## src/rtl/core/ssl_pkg.sv

```systemverilog
// Shared types, constants and helpers for the servo slew limiter.
package ssl_pkg;

  localparam int MAX_MOTORS   = 6;
  localparam int NUM_SERVOS_D = 6;
  localparam int ANG_W        = 9;
  localparam int PULSE_W      = 12;
  localparam int LIM_W        = 60;
  localparam int STEP_W       = 8;
  localparam int MOTOR_W      = 3;
  localparam int CFG_IDX_W    = 3;
  localparam int CFG_DATA_W   = 64;

  localparam logic [LIM_W-1:0]  LIMITS_RESET = 60'd703721825674291200;
  localparam logic [STEP_W-1:0] STEP_RESET   = 8'd1;

  localparam logic [1:0] MODE_SET   = 2'd0;
  localparam logic [1:0] MODE_TICK  = 2'd1;
  localparam logic [1:0] MODE_PLACE = 2'd2;

  localparam logic [CFG_IDX_W-1:0] REG_STEP = 3'd0;

  // divider sizes: |2*num + span| and 2*span
  localparam int DVD_W = 25;
  localparam int DVS_W = 11;

  typedef struct packed {
    logic [MOTOR_W-1:0] motor;
    logic [PULSE_W-1:0] pulse;
    logic               cmd;
    logic               settled;
  } res_t;

  function automatic logic signed [ANG_W-1:0] clamp_ang(
      input logic signed [ANG_W-1:0] a, input logic [LIM_W-1:0] lw);
    logic signed [ANG_W-1:0] lo, hi, r;
    lo = lw[8:0];
    hi = lw[17:9];
    r  = a;
    if (r < lo) r = lo;
    if (r > hi) r = hi;
    return r;
  endfunction

endpackage

```

## src/rtl/core/ssl_div.sv

```systemverilog
// Restoring serial divider, one quotient bit per cycle.
module ssl_div (
  input  logic                        clk,
  input  logic                        rst_n,
  input  logic                        start,
  input  logic [ssl_pkg::DVD_W-1:0]   dividend,
  input  logic [ssl_pkg::DVS_W-1:0]   divisor,
  output logic                        done,
  output logic [ssl_pkg::DVD_W-1:0]   quo,
  output logic                        rem_nz
);
  localparam int CW = $clog2(ssl_pkg::DVD_W + 1);

  logic                       busy_r;
  logic [CW-1:0]              cnt_r;
  logic [ssl_pkg::DVD_W-1:0]  quo_r;
  logic [ssl_pkg::DVS_W-1:0]  rem_r, dvs_r;
  logic                       done_r;
  logic [ssl_pkg::DVS_W:0]    trial;
  logic [ssl_pkg::DVS_W:0]    shifted;

  assign shifted = {rem_r, quo_r[ssl_pkg::DVD_W-1]};
  assign trial   = shifted - {1'b0, dvs_r};

  always_ff @(posedge clk) begin
    if (!rst_n) begin
      busy_r <= 1'b0;
      done_r <= 1'b0;
      cnt_r  <= '0;
    end else begin
      done_r <= 1'b0;
      if (start) begin
        busy_r <= 1'b1;
        cnt_r  <= CW'(ssl_pkg::DVD_W);
      end else if (busy_r) begin
        cnt_r <= cnt_r - 1'b1;
        if (cnt_r == CW'(1)) begin
          busy_r <= 1'b0;
          done_r <= 1'b1;
        end
      end
    end
  end

  always_ff @(posedge clk) begin
    if (start) begin
      quo_r <= dividend;
      rem_r <= '0;
      dvs_r <= divisor;
    end else if (busy_r) begin
      if (!trial[ssl_pkg::DVS_W]) begin
        rem_r <= trial[ssl_pkg::DVS_W-1:0];
        quo_r <= {quo_r[ssl_pkg::DVD_W-2:0], 1'b1};
      end else begin
        rem_r <= shifted[ssl_pkg::DVS_W-1:0];
        quo_r <= {quo_r[ssl_pkg::DVD_W-2:0], 1'b0};
      end
    end
  end

  assign done   = done_r;
  assign quo    = quo_r;
  assign rem_nz = (rem_r != '0);
endmodule

```

## src/rtl/core/ssl_pulse.sv

```systemverilog
// Angle to pulse mapper: clamp, multiply, rounded floor divide, saturate.
module ssl_pulse (
  input  logic                               clk,
  input  logic                               rst_n,
  input  logic                               start,
  input  logic signed [ssl_pkg::ANG_W-1:0]   angle,
  input  logic [ssl_pkg::LIM_W-1:0]          limits,
  output logic                               done,
  output logic [ssl_pkg::PULSE_W-1:0]        pulse
);
  localparam logic [1:0] P_IDLE = 2'd0;
  localparam logic [1:0] P_MUL  = 2'd1;
  localparam logic [1:0] P_DIV  = 2'd2;

  logic [1:0]                  st_r;
  logic signed [9:0]           span_r, da_r;
  logic signed [12:0]          dp_r;
  logic [11:0]                 pmin_r;
  logic signed [22:0]          prod;
  logic signed [24:0]          num;
  logic                        neg_r;
  logic [ssl_pkg::DVD_W-1:0]   dvd;
  logic [ssl_pkg::DVS_W-1:0]   dvs;
  logic                        div_start, div_done, rem_nz;
  logic [ssl_pkg::DVD_W-1:0]   quo;
  logic signed [25:0]          q;
  logic signed [26:0]          p;
  logic                        done_r;
  logic [ssl_pkg::PULSE_W-1:0] pulse_r;
  logic signed [ssl_pkg::ANG_W-1:0] a;
  logic signed [9:0]           span_abs;

  assign a = ssl_pkg::clamp_ang(angle, limits);

  // product is formed from registered operands
  assign prod     = dp_r * da_r;
  assign span_abs = span_r[9] ? -span_r : span_r;
  always_comb begin
    if (span_r[9]) num = 25'(-(26'(prod) <<< 1)) + 25'(span_abs);
    else           num = (25'(prod) <<< 1) + 25'(span_abs);
  end
  assign dvd       = num[24] ? ssl_pkg::DVD_W'(-num) : ssl_pkg::DVD_W'(num);
  assign dvs       = ssl_pkg::DVS_W'({span_abs, 1'b0});
  assign div_start = (st_r == P_MUL) && (span_r != '0);

  ssl_div u_div (
    .clk(clk), .rst_n(rst_n), .start(div_start), .dividend(dvd), .divisor(dvs),
    .done(div_done), .quo(quo), .rem_nz(rem_nz)
  );

  always_comb begin
    if (neg_r) q = -($signed({1'b0, quo}) + 26'(rem_nz));
    else       q = $signed({1'b0, quo});
  end
  assign p = 27'($signed({1'b0, pmin_r})) + 27'(q);

  always_ff @(posedge clk) begin
    if (!rst_n) begin
      st_r   <= P_IDLE;
      done_r <= 1'b0;
    end else begin
      done_r <= 1'b0;
      case (st_r)
        P_IDLE: if (start) st_r <= P_MUL;
        P_MUL: begin
          if (span_r == '0) begin
            done_r <= 1'b1;
            st_r   <= P_IDLE;
          end else begin
            st_r <= P_DIV;
          end
        end
        P_DIV: begin
          if (div_done) begin
            done_r <= 1'b1;
            st_r   <= P_IDLE;
          end
        end
        default: st_r <= P_IDLE;
      endcase
    end
  end

  always_ff @(posedge clk) begin
    if (start && st_r == P_IDLE) begin
      span_r <= 10'($signed(limits[35:27])) - 10'($signed(limits[26:18]));
      da_r   <= 10'(a) - 10'($signed(limits[26:18]));
      dp_r   <= $signed({1'b0, limits[59:48]}) - $signed({1'b0, limits[47:36]});
      pmin_r <= limits[47:36];
    end
    if (st_r == P_MUL) begin
      neg_r <= num[24];
      if (span_r == '0) pulse_r <= pmin_r;
    end
    if (st_r == P_DIV && div_done) begin
      if (p < 0)             pulse_r <= '0;
      else if (p > 27'sd4095) pulse_r <= 12'd4095;
      else                   pulse_r <= p[11:0];
    end
  end

  assign done  = done_r;
  assign pulse = pulse_r;
endmodule

```

## src/rtl/core/servo_slew_limiter_pulse_mapper_core.sv

```systemverilog
// Servo slew limiter and pulse mapper: angle memories, tick sequencer, result register.
// Keeps target and current angles for NUM_SERVOS servos in two small synchronous
// memories. A set word gives no result. A place word gives one result. A tick
// visits every motor in turn: a memory read and a step, and for each motor that
// moves a pass through the serial divider in the pulse mapper. New words are taken
// only between items; a finished result waits in the output register while the
// next word is taken. Configuration writes are accepted every cycle.
module servo_slew_limiter_pulse_mapper_core #(
  parameter int NUM_SERVOS = ssl_pkg::NUM_SERVOS_D
) (
  input  logic                                  clk,
  input  logic                                  rst_n,
  input  logic                                  in_valid,
  output logic                                  in_ready,
  input  logic [1:0]                            in_mode,
  input  logic [ssl_pkg::MOTOR_W-1:0]           in_motor,
  input  logic signed [ssl_pkg::ANG_W-1:0]      in_angle,
  input  logic                                  in_emergency_stop,
  output logic                                  out_valid,
  input  logic                                  out_ready,
  output logic [ssl_pkg::MOTOR_W-1:0]           out_motor,
  output logic [ssl_pkg::PULSE_W-1:0]           out_pulse_us,
  output logic                                  out_command_valid,
  output logic                                  out_all_settled,
  output logic                                  out_last,
  input  logic                                  cfg_valid,
  output logic                                  cfg_ready,
  input  logic [ssl_pkg::CFG_IDX_W-1:0]         cfg_index,
  input  logic [ssl_pkg::CFG_DATA_W-1:0]        cfg_data
);
  localparam int AW = (NUM_SERVOS > 1) ? $clog2(NUM_SERVOS) : 1;

  localparam logic [2:0] S_IDLE  = 3'd0;
  localparam logic [2:0] S_READ  = 3'd1;
  localparam logic [2:0] S_CALC  = 3'd2;
  localparam logic [2:0] S_PWAIT = 3'd3;
  localparam logic [2:0] S_FLUSH = 3'd4;
  localparam logic [2:0] S_FIN   = 3'd5;

  logic [2:0]                     st_r;
  logic [ssl_pkg::STEP_W-1:0]     step_r;
  logic [ssl_pkg::LIM_W-1:0]      lim_r [ssl_pkg::MAX_MOTORS];
  logic signed [ssl_pkg::ANG_W-1:0] tgt_mem [NUM_SERVOS];
  logic signed [ssl_pkg::ANG_W-1:0] cur_mem [NUM_SERVOS];
  logic [NUM_SERVOS-1:0]          tv_r, cv_r;
  logic signed [ssl_pkg::ANG_W-1:0] tgt_q, cur_q;
  logic                           tv_q, cv_q;
  logic [AW-1:0]                  m_r;
  logic [ssl_pkg::MOTOR_W-1:0]    mot_r;
  logic                           place_r, estop_r;
  ssl_pkg::res_t                  pend_r, new_r, out_r;
  logic                           pend_v_r, out_v_r, out_last_r;
  logic                           out_free, accept, in_ok;
  logic                           p_start, p_go_r, p_done;
  logic                           calc_mv, out_load;
  logic signed [ssl_pkg::ANG_W-1:0] p_angle_r;
  logic [ssl_pkg::PULSE_W-1:0]    p_pulse;
  logic [ssl_pkg::LIM_W-1:0]      lim_sel;
  logic signed [ssl_pkg::ANG_W-1:0] cur, tgt, nxt_ang;
  logic signed [9:0]              diff, stp;
  logic                           last_m;

  assign in_ready  = (st_r == S_IDLE);
  assign accept    = in_valid && in_ready;
  assign in_ok     = (4'(in_motor) < 4'(NUM_SERVOS));
  assign cfg_ready = 1'b1;
  assign out_free  = !out_v_r || out_ready;
  assign last_m    = (32'(m_r) == NUM_SERVOS - 1);
  assign lim_sel   = lim_r[mot_r];
  assign calc_mv   = (st_r == S_CALC) && !place_r && (diff != '0);
  assign out_load  = ((st_r == S_FLUSH) && pend_v_r && out_free) ||
                     ((st_r == S_FIN) && out_free);

  // config registers
  always_ff @(posedge clk) begin
    if (!rst_n) begin
      step_r <= ssl_pkg::STEP_RESET;
      for (int i = 0; i < ssl_pkg::MAX_MOTORS; i++) lim_r[i] <= ssl_pkg::LIMITS_RESET;
    end else if (cfg_valid) begin
      if (cfg_index == ssl_pkg::REG_STEP) step_r <= cfg_data[ssl_pkg::STEP_W-1:0];
      else if (cfg_index <= ssl_pkg::CFG_IDX_W'(ssl_pkg::MAX_MOTORS))
        lim_r[cfg_index - 1'b1] <= cfg_data[ssl_pkg::LIM_W-1:0];
    end
  end

  // step math on the registered memory read
  assign cur  = cv_q ? cur_q : '0;
  assign tgt  = ssl_pkg::clamp_ang(tv_q ? tgt_q : '0, lim_sel);
  assign diff = 10'(tgt) - 10'(cur);
  assign stp  = (step_r == '0) ? 10'sd1 : $signed({2'b00, step_r});
  always_comb begin
    if (diff > stp)       nxt_ang = ssl_pkg::ANG_W'(10'(cur) + stp);
    else if (diff < -stp) nxt_ang = ssl_pkg::ANG_W'(10'(cur) - stp);
    else                  nxt_ang = tgt;
  end

  // angle memories
  always_ff @(posedge clk) begin
    if (accept && in_ok && (in_mode == ssl_pkg::MODE_SET || in_mode == ssl_pkg::MODE_PLACE))
      tgt_mem[in_motor[AW-1:0]] <= in_angle;
    if (accept && in_ok && in_mode == ssl_pkg::MODE_PLACE)
      cur_mem[in_motor[AW-1:0]] <= in_angle;
    else if (calc_mv)
      cur_mem[m_r] <= nxt_ang;
    if (st_r == S_READ) begin
      tgt_q <= tgt_mem[m_r];
      cur_q <= cur_mem[m_r];
    end
  end

  always_ff @(posedge clk) begin
    if (!rst_n) begin
      tv_r <= '0;
      cv_r <= '0;
    end else begin
      if (accept && in_ok && (in_mode == ssl_pkg::MODE_SET || in_mode == ssl_pkg::MODE_PLACE))
        tv_r[in_motor[AW-1:0]] <= 1'b1;
      if (accept && in_ok && in_mode == ssl_pkg::MODE_PLACE)
        cv_r[in_motor[AW-1:0]] <= 1'b1;
      else if (calc_mv)
        cv_r[m_r] <= 1'b1;
    end
  end

  always_ff @(posedge clk) begin
    if (st_r == S_READ) begin
      tv_q <= tv_r[m_r];
      cv_q <= cv_r[m_r];
    end
  end

  assign p_start = (accept && in_ok && in_mode == ssl_pkg::MODE_PLACE) || calc_mv;

  // start is registered before it reaches the pulse unit, once angle and motor are registered
  always_ff @(posedge clk) begin
    if (!rst_n) p_go_r <= 1'b0;
    else        p_go_r <= p_start;
  end

  ssl_pulse u_pulse (
    .clk(clk), .rst_n(rst_n), .start(p_go_r), .angle(p_angle_r),
    .limits(lim_sel), .done(p_done), .pulse(p_pulse)
  );

  always_ff @(posedge clk) begin
    if (accept) p_angle_r <= in_angle;
    else if (calc_mv) p_angle_r <= nxt_ang;
  end

  always_ff @(posedge clk) begin
    if (!rst_n)        out_v_r <= 1'b0;
    else if (out_load) out_v_r <= 1'b1;
    else if (out_ready) out_v_r <= 1'b0;
  end

  // sequencer
  always_ff @(posedge clk) begin
    if (!rst_n) begin
      st_r     <= S_IDLE;
      pend_v_r <= 1'b0;
      m_r      <= '0;
    end else begin
      case (st_r)
        S_IDLE: begin
          if (accept) begin
            estop_r <= in_emergency_stop;
            m_r     <= '0;
            if (in_mode == ssl_pkg::MODE_TICK) begin
              place_r <= 1'b0;
              mot_r   <= '0;
              st_r    <= S_READ;
            end else if (in_mode == ssl_pkg::MODE_PLACE && in_ok) begin
              place_r <= 1'b1;
              mot_r   <= in_motor;
              st_r    <= S_CALC;
            end
          end
        end
        S_READ: st_r <= S_CALC;
        S_CALC: begin
          if (place_r) begin
            st_r <= S_PWAIT;
          end else if (diff != '0) begin
            st_r <= S_PWAIT;
          end else if (last_m) begin
            st_r <= S_FIN;
          end else begin
            m_r   <= m_r + 1'b1;
            mot_r <= ssl_pkg::MOTOR_W'(m_r + 1'b1);
            st_r  <= S_READ;
          end
        end
        S_PWAIT: begin
          if (p_done) begin
            new_r.motor   <= mot_r;
            new_r.pulse   <= estop_r ? '0 : p_pulse;
            new_r.cmd     <= !estop_r;
            new_r.settled <= 1'b0;
            st_r          <= S_FLUSH;
          end
        end
        S_FLUSH: begin
          if (!pend_v_r || out_free) begin
            if (pend_v_r) begin
              out_r      <= pend_r;
              out_last_r <= 1'b0;
            end
            pend_r   <= new_r;
            pend_v_r <= 1'b1;
            if (place_r || last_m) begin
              st_r <= S_FIN;
            end else begin
              m_r   <= m_r + 1'b1;
              mot_r <= ssl_pkg::MOTOR_W'(m_r + 1'b1);
              st_r  <= S_READ;
            end
          end
        end
        S_FIN: begin
          if (out_free) begin
            if (pend_v_r) begin
              out_r <= pend_r;
            end else begin
              out_r.motor   <= '0;
              out_r.pulse   <= '0;
              out_r.cmd     <= 1'b0;
              out_r.settled <= 1'b1;
            end
            out_last_r <= 1'b1;
            pend_v_r   <= 1'b0;
            st_r       <= S_IDLE;
          end
        end
        default: st_r <= S_IDLE;
      endcase
    end
  end

  assign out_valid         = out_v_r;
  assign out_motor         = out_r.motor;
  assign out_pulse_us      = out_r.pulse;
  assign out_command_valid = out_r.cmd;
  assign out_all_settled   = out_r.settled;
  assign out_last          = out_last_r;
endmodule

```

## config.mk

```make
export PLATFORM = sky130hd
export DESIGN_NAME = servo_slew_limiter_pulse_mapper_core
export DESIGN_NICKNAME = d
export VERILOG_FILES = /design/src/rtl/core/ssl_pkg.sv /design/src/rtl/core/ssl_div.sv /design/src/rtl/core/ssl_pulse.sv /design/src/rtl/core/servo_slew_limiter_pulse_mapper_core.sv
export SDC_FILE = /design/constraint.sdc
export NUM_CORES = 2
export LEC_CHECK = 0
export BUFFER_PORTS_ARGS = -buffer_cell sky130_fd_sc_hd__buf_2
export CORE_AREA = 4 4 374 376
export CTS_BUF_LIST = sky130_fd_sc_hd__clkbuf_4 sky130_fd_sc_hd__clkbuf_8 sky130_fd_sc_hd__clkbuf_16
export DETAILED_ROUTE_END_ITERATION = 8
export DIE_AREA = 0 0 378 380
export SLEW_MARGIN = 15
export SYNTH_ARGS = -nofsm -noshare
export SYNTH_HDL_FRONTEND = slang
export SYNTH_SLANG_ARGS = --single-unit
```

## constraint.sdc

```tcl
create_clock -name clk -period 20.2 [get_ports clk]
set_input_delay 3.03 -clock clk [delete_from_list [all_inputs] [get_ports clk]]
set_output_delay 3.03 -clock clk [all_outputs]
set_load 0.02 [all_outputs]
```

Word-level counts from Yosys, hierarchy flattened
Memory sizes are Yosys's and may differ from the RTL's. A register that Yosys moved wholly into a read port is not among the register bits.
Index checks and enable logic that the tools add are counted.
W data, S select, Z words.
{"block": "classes", "div_mod_pow": 0, "eq_ne": 23, "bitwise_logic": 5, "addsub": 19, "n_mux": 104, "n_reduce_logical": 59, "shifts": 0, "n_mul": 1, "magnitude_cmp": 14}
{"operator": "$mux W25", "n": 4}
{"operator": "$mux W9", "n": 11}
{"operator": "$mux W17", "n": 4}
{"operator": "$mux W3", "n": 22}
{"operator": "$mux W12", "n": 5}
{"operator": "$mux W60", "n": 1}
{"operator": "$reduce_or A60 Y1", "n": 1}
{"operator": "$mux W1", "n": 34}
{"operator": "$pmux W17 S2", "n": 1}
{"operator": "$sub A9 B9 Y10", "n": 3}
{"operator": "$add A13 B26 Y27", "n": 1}
{"operator": "$gt A27 B13 Y1 const B", "n": 1}
{"operator": "$lt A27 B1 Y1 const B", "n": 1}
{"operator": "$add A25 B1 Y26", "n": 1}
{"operator": "$mux W26", "n": 1}
{"operator": "$neg A26 Y26", "n": 1}
{"operator": "$add A24 B10 Y25", "n": 1}
{"operator": "$add A25 B10 Y25", "n": 1}
{"operator": "$neg A24 Y25", "n": 1}
{"operator": "$neg A25 Y25", "n": 1}
{"operator": "$mul A13 B10 Y23", "n": 1}
{"operator": "$reduce_bool A10 Y1", "n": 2}
{"operator": "$gt A9 B9 Y1", "n": 2}
{"operator": "$lt A9 B9 Y1", "n": 2}
{"operator": "other kinds (57)", "n": 122}
{"block": "word_totals", "mem_bits_rw": 468, "mem_bits_ro": 0, "reg_bits": 209, "n_memories": 3, "elab_cells": 268, "latch_bits": 0, "inputBits": 87}
{"memory": "lim_r", "words": 6, "width": 60, "rd": 1, "rd_ports_with_merged_regs": 1, "write_ports": 6, "line": "servo_slew_limiter_pulse_mapper_core.sv:42", "text": "logic [ssl_pkg::LIM_W-1:0] lim_r [ssl_pkg::MAX_MOTORS];"}
{"memory": "cur_mem", "words": 6, "width": 9, "rd": 1, "rd_ports_with_merged_regs": 1, "write_ports": 1, "line": "servo_slew_limiter_pulse_mapper_core.sv:44", "text": "logic signed [ssl_pkg::ANG_W-1:0] cur_mem [NUM_SERVOS];"}
{"memory": "tgt_mem", "words": 6, "width": 9, "rd": 1, "rd_ports_with_merged_regs": 1, "write_ports": 1, "line": "servo_slew_limiter_pulse_mapper_core.sv:43", "text": "logic signed [ssl_pkg::ANG_W-1:0] tgt_mem [NUM_SERVOS];"}

Logic depth before layout (Yosys ltp)
{"block": "logic_depth", "ltp_word": 13, "mapped_depth": 44, "ltp_nobuf": 40}

Hierarchy
A second synthesis with hierarchy kept.
{"block": "unflattened", "hier_cells": 4153, "hier_area_um2": 48243.8}
{"module": "servo_slew_limiter_pulse_mapper_core", "seq_area_each_um2": 20820.0, "n_inst": 1, "area_each_um2": 31270.0, "cells_each": 2180}
{"module": "ssl_pulse", "seq_area_each_um2": 1801.7, "n_inst": 1, "area_each_um2": 14156.1, "cells_each": 1736}
{"module": "ssl_div", "seq_area_each_um2": 1441.4, "n_inst": 1, "area_each_um2": 2817.7, "cells_each": 237}

Worst setup path after synthesis
OpenSTA, ideal clock, no wires.
{"block": "synth_timing", "path_type": "input to register", "startpoint": "in cfg_index[0] (netlist name)", "endpoint": "mem lim_r[5][0] (netlist name), enable pin", "arrival_ns": 8.185, "cell_stages": 5, "setup_time_ns": 0.568, "required_time_ns": 19.632, "n_path_buf": 0, "slack_ns": 11.447, "path_cell_list": "inv_1 ha_1 xor2_1 nand2_1 o31ai_1"}
{"item": "from (decl)", "line": "servo_slew_limiter_pulse_mapper_core.sv:28", "text": "input logic [ssl_pkg::CFG_IDX_W-1:0] cfg_index,"}
{"item": "to (decl)", "line": "servo_slew_limiter_pulse_mapper_core.sv:42"}

==> run metrics <==
drt wl/cell 19.0 um; dominant delay contributor by cell family on the critical path compound AO/OA/AOI/OAI gates; area delta synth->final 11.7%; max-cap check violation count 0; post-synthesis average cell area 11.7 um^2; required time worst endpoint 20.60 ns; crit share post-route 0.522; Overflow after GRT 0; max_slew headroom 0.203; number of buffers inserted during clock tree synthesis 88; Crit. path cell count 34; post-route ant nets 0; Yosys reg bits 818; global-route wire length before repair 177,000 um; wirelength, routed 114,000 um; overall die height 380 um; WP buf/inv 2; Sum Neg Setup Slack 0 ns; WS Path Type flop to flop; critical path launch point type flop; stage delay of the slowest cell on the critical path 0.73 ns; number of buffers inserted by post-CTS setup repair 0; Final Wtd Congestion 0.837; number of buffers on the longest clock path 3; arrival time at the worst endpoint 10.94 ns; number of antenna violations at the first check in global routing 2; number of DRC markers in iteration 0 2,167; post-synthesis cell area 47,600 um^2; primary flip-flop cell chosen by synthesis mapping sky130_fd_sc_hd__edfxtp_1; slowest CP cell sky130_fd_sc_hd__mux2i_1; worst hold path depth 0; deepest level of the CTS H-tree 3; half-perimeter wire length of the detailed placement result 78,000 um; count of endpoints failing hold in the final timing report 0; latest clock arrival within the worst-skew pair 0.74 ns; status finished, final reports clean; # DRC 0; Design Area, Final 53,200 um^2; total via count after detailed routing 30,543; number of warnings issued by yosys 0; CTS Root Cell sky130_fd_sc_hd__clkbuf_16; total track usage 0.157; die span in x 378 um; pin count of the biggest net entering global routing 95; setup repair after global routing missed its margin no; share of flip-flops with an asynchronous set or reset after synthesis 0; PostCTS Resize Cnt 0; area enclosed by the die boundary 144,000 um^2; routed length on met1 50,800 um; clock-pin slew on the worst setup and hold paths 0.06 ns; number of standard cells after synthesis 4,058; number of enable flip-flop cells after synthesis 765; PortBufs 102; detail-routed via count per cell 5.10; final setup violating endpoints 0; Worst Hold Class flop to flop; largest fanout of any net on the critical path 94; layout cell share with drive strength beyond 1 0.133; maximum clock rate 94.9 MHz; count of boundary I/O pins 108; Final nets 4,587; placement row count 136; sequential area share after synthesis 0.504; number of global-route vias before repair 30,454; area after detailed placement 50,300 um^2; Clock Skew 0.109 ns; CP dominant cell by count sky130_fd_sc_hd__o21ai_0; met3 WL 5140 um; total length of routed met2 wires 55,100 um; worst-margin pin slew 1.19 ns; total core area 137,000 um^2; Final Slew Violations 0; clock tree from TritonCTS yes; critical hold path startpoint new_r[12]; time the worst path needs with I/O delays and setup 10.54 ns; number of iterations in the first detailed-routing pass 5; kind of capture point of the worst setup path flop; syn nets 4,517; DR top layer met5; # hold bufs at CTS 0; starting density of the core 0.348; count of unique library cells instantiated by Yosys 104; CTS Sinks 818; FF-to-FF path depth 34
[registers in the layout, indices dropped and copies added, names as in the netlist, 8 cells and up, named ones only]
register	cells
pend_r	16
out_pulse_us	12
cur_q	9
tgt_mem	54
u_pulse.span_r	10
u_pulse.da_r	10
u_pulse.pmin_r	12
u_pulse.pulse	12
lim_r	480
u_pulse.u_div.quo	25
u_pulse.u_div.rem_r	11
step_r	8
u_pulse.u_div.dvs_r	10
new_r	16
cur_mem	54
p_angle_r	9
tgt_q	9
u_pulse.dp_r	13
[worst paths after layout]
check	endpoint	slack, ns
worst max register to register	cur_mem[1][6]	9.66
worst min register to register	pend_r[12]	0.41
worst min-delay path	pend_r[12]	0.41
worst max-delay path	cur_mem[1][6]	9.66
[cells in the mapped netlist (29+ instances only)]
cell / count / area, um^2
sky130_fd_sc_hd__nand3_1: 50 / 250
sky130_fd_sc_hd__mux2i_1: 108 / 1080
sky130_fd_sc_hd__nor2b_1: 65 / 407
sky130_fd_sc_hd__edfxtp_1: 765 / 23000
sky130_fd_sc_hd__clkbuf_1: 133 / 499
sky130_fd_sc_hd__o21ai_0: 125 / 626
sky130_fd_sc_hd__a21o_1: 57 / 428
sky130_fd_sc_hd__a211oi_1: 33 / 248
sky130_fd_sc_hd__nand2b_1: 51 / 319
sky130_fd_sc_hd__a21oi_1: 146 / 731
sky130_fd_sc_hd__nor2_1: 462 / 1730
sky130_fd_sc_hd__or3_1: 29 / 181
sky130_fd_sc_hd__mux4_2: 140 / 3150
sky130_fd_sc_hd__ha_1: 248 / 3100
sky130_fd_sc_hd__xnor2_1: 73 / 639
sky130_fd_sc_hd__nor3_1: 54 / 270
sky130_fd_sc_hd__nand2_1: 373 / 1400
sky130_fd_sc_hd__mux2_2: 41 / 462
sky130_fd_sc_hd__and2_1: 69 / 432
sky130_fd_sc_hd__dfxtp_1: 53 / 1060
sky130_fd_sc_hd__fa_1: 124 / 2480
sky130_fd_sc_hd__inv_1: 393 / 1480
sky130_fd_sc_hd__xor2_1: 56 / 490
[per-layer routing]
| metal | vias up | track usage |
|---|---|---|
| met4 | 2 | 0.0442 |
| met1 | 15016 | 0.213 |
| met2 | 687 | 0.264 |
| met3 | 140 | 0.0204 |
| li1 | 14698 | - |
| met5 | - | 0 |
[stage by stage]
stage          hold slack, ns  std cells  worst slack [ns]   util
2_1_floorplan           0.400       4058             11.45      -
3_3_place_gp            0.407       5832              9.73  0.367
3_5_place_dp            0.405       5832              9.73  0.367
4_1_cts                 0.419       5989              9.71  0.389
5_1_grt                 0.425       5989              8.77  0.389
6_report                0.415       5991              9.66  0.389
[final cells by class]
type	count	area, um^2
fillers	13101	83600
flip-flops and latches	818	24000
multi-input cells	2675	21600
clock buffers	111	2390
well taps	1794	2240
inverters	394	1480
repair buffers	151	891
clock inverters	46	563
diodes	2	5.00
[cells by family (layout without fill, tap and decap cells)]
family,after synthesis,in the layout,synth area share
xor gates and xnor gates,131,131,0.0245
adders and majority gates,372,372,0.117
buffers and inverters,565,702,0.0457
and+or+nand+nor,1280,1280,0.125
DFF,818,818,0.504
AOI/OAI and AO/OA,601,601,0.0847
muxes,289,289,0.0986
other,2,4,0.000158
[placed cells by master, fill, tap and decap left out, types with 88 or more instances in the layout]
cell and count:
sky130_fd_sc_hd__nor2_1 459, sky130_fd_sc_hd__clkbuf_16 88, sky130_fd_sc_hd__edfxtp_1 765, sky130_fd_sc_hd__a21oi_1 146, sky130_fd_sc_hd__mux2i_1 108, sky130_fd_sc_hd__ha_1 248
sky130_fd_sc_hd__nand2_1 368, sky130_fd_sc_hd__o21ai_0 124, sky130_fd_sc_hd__mux4_2 140, sky130_fd_sc_hd__fa_1 124, sky130_fd_sc_hd__inv_1 393, sky130_fd_sc_hd__buf_2 102
Power is left out: the tool's default activity adds up to more than one toggle a clock period on the data nets, which glitch-free logic cannot reach.
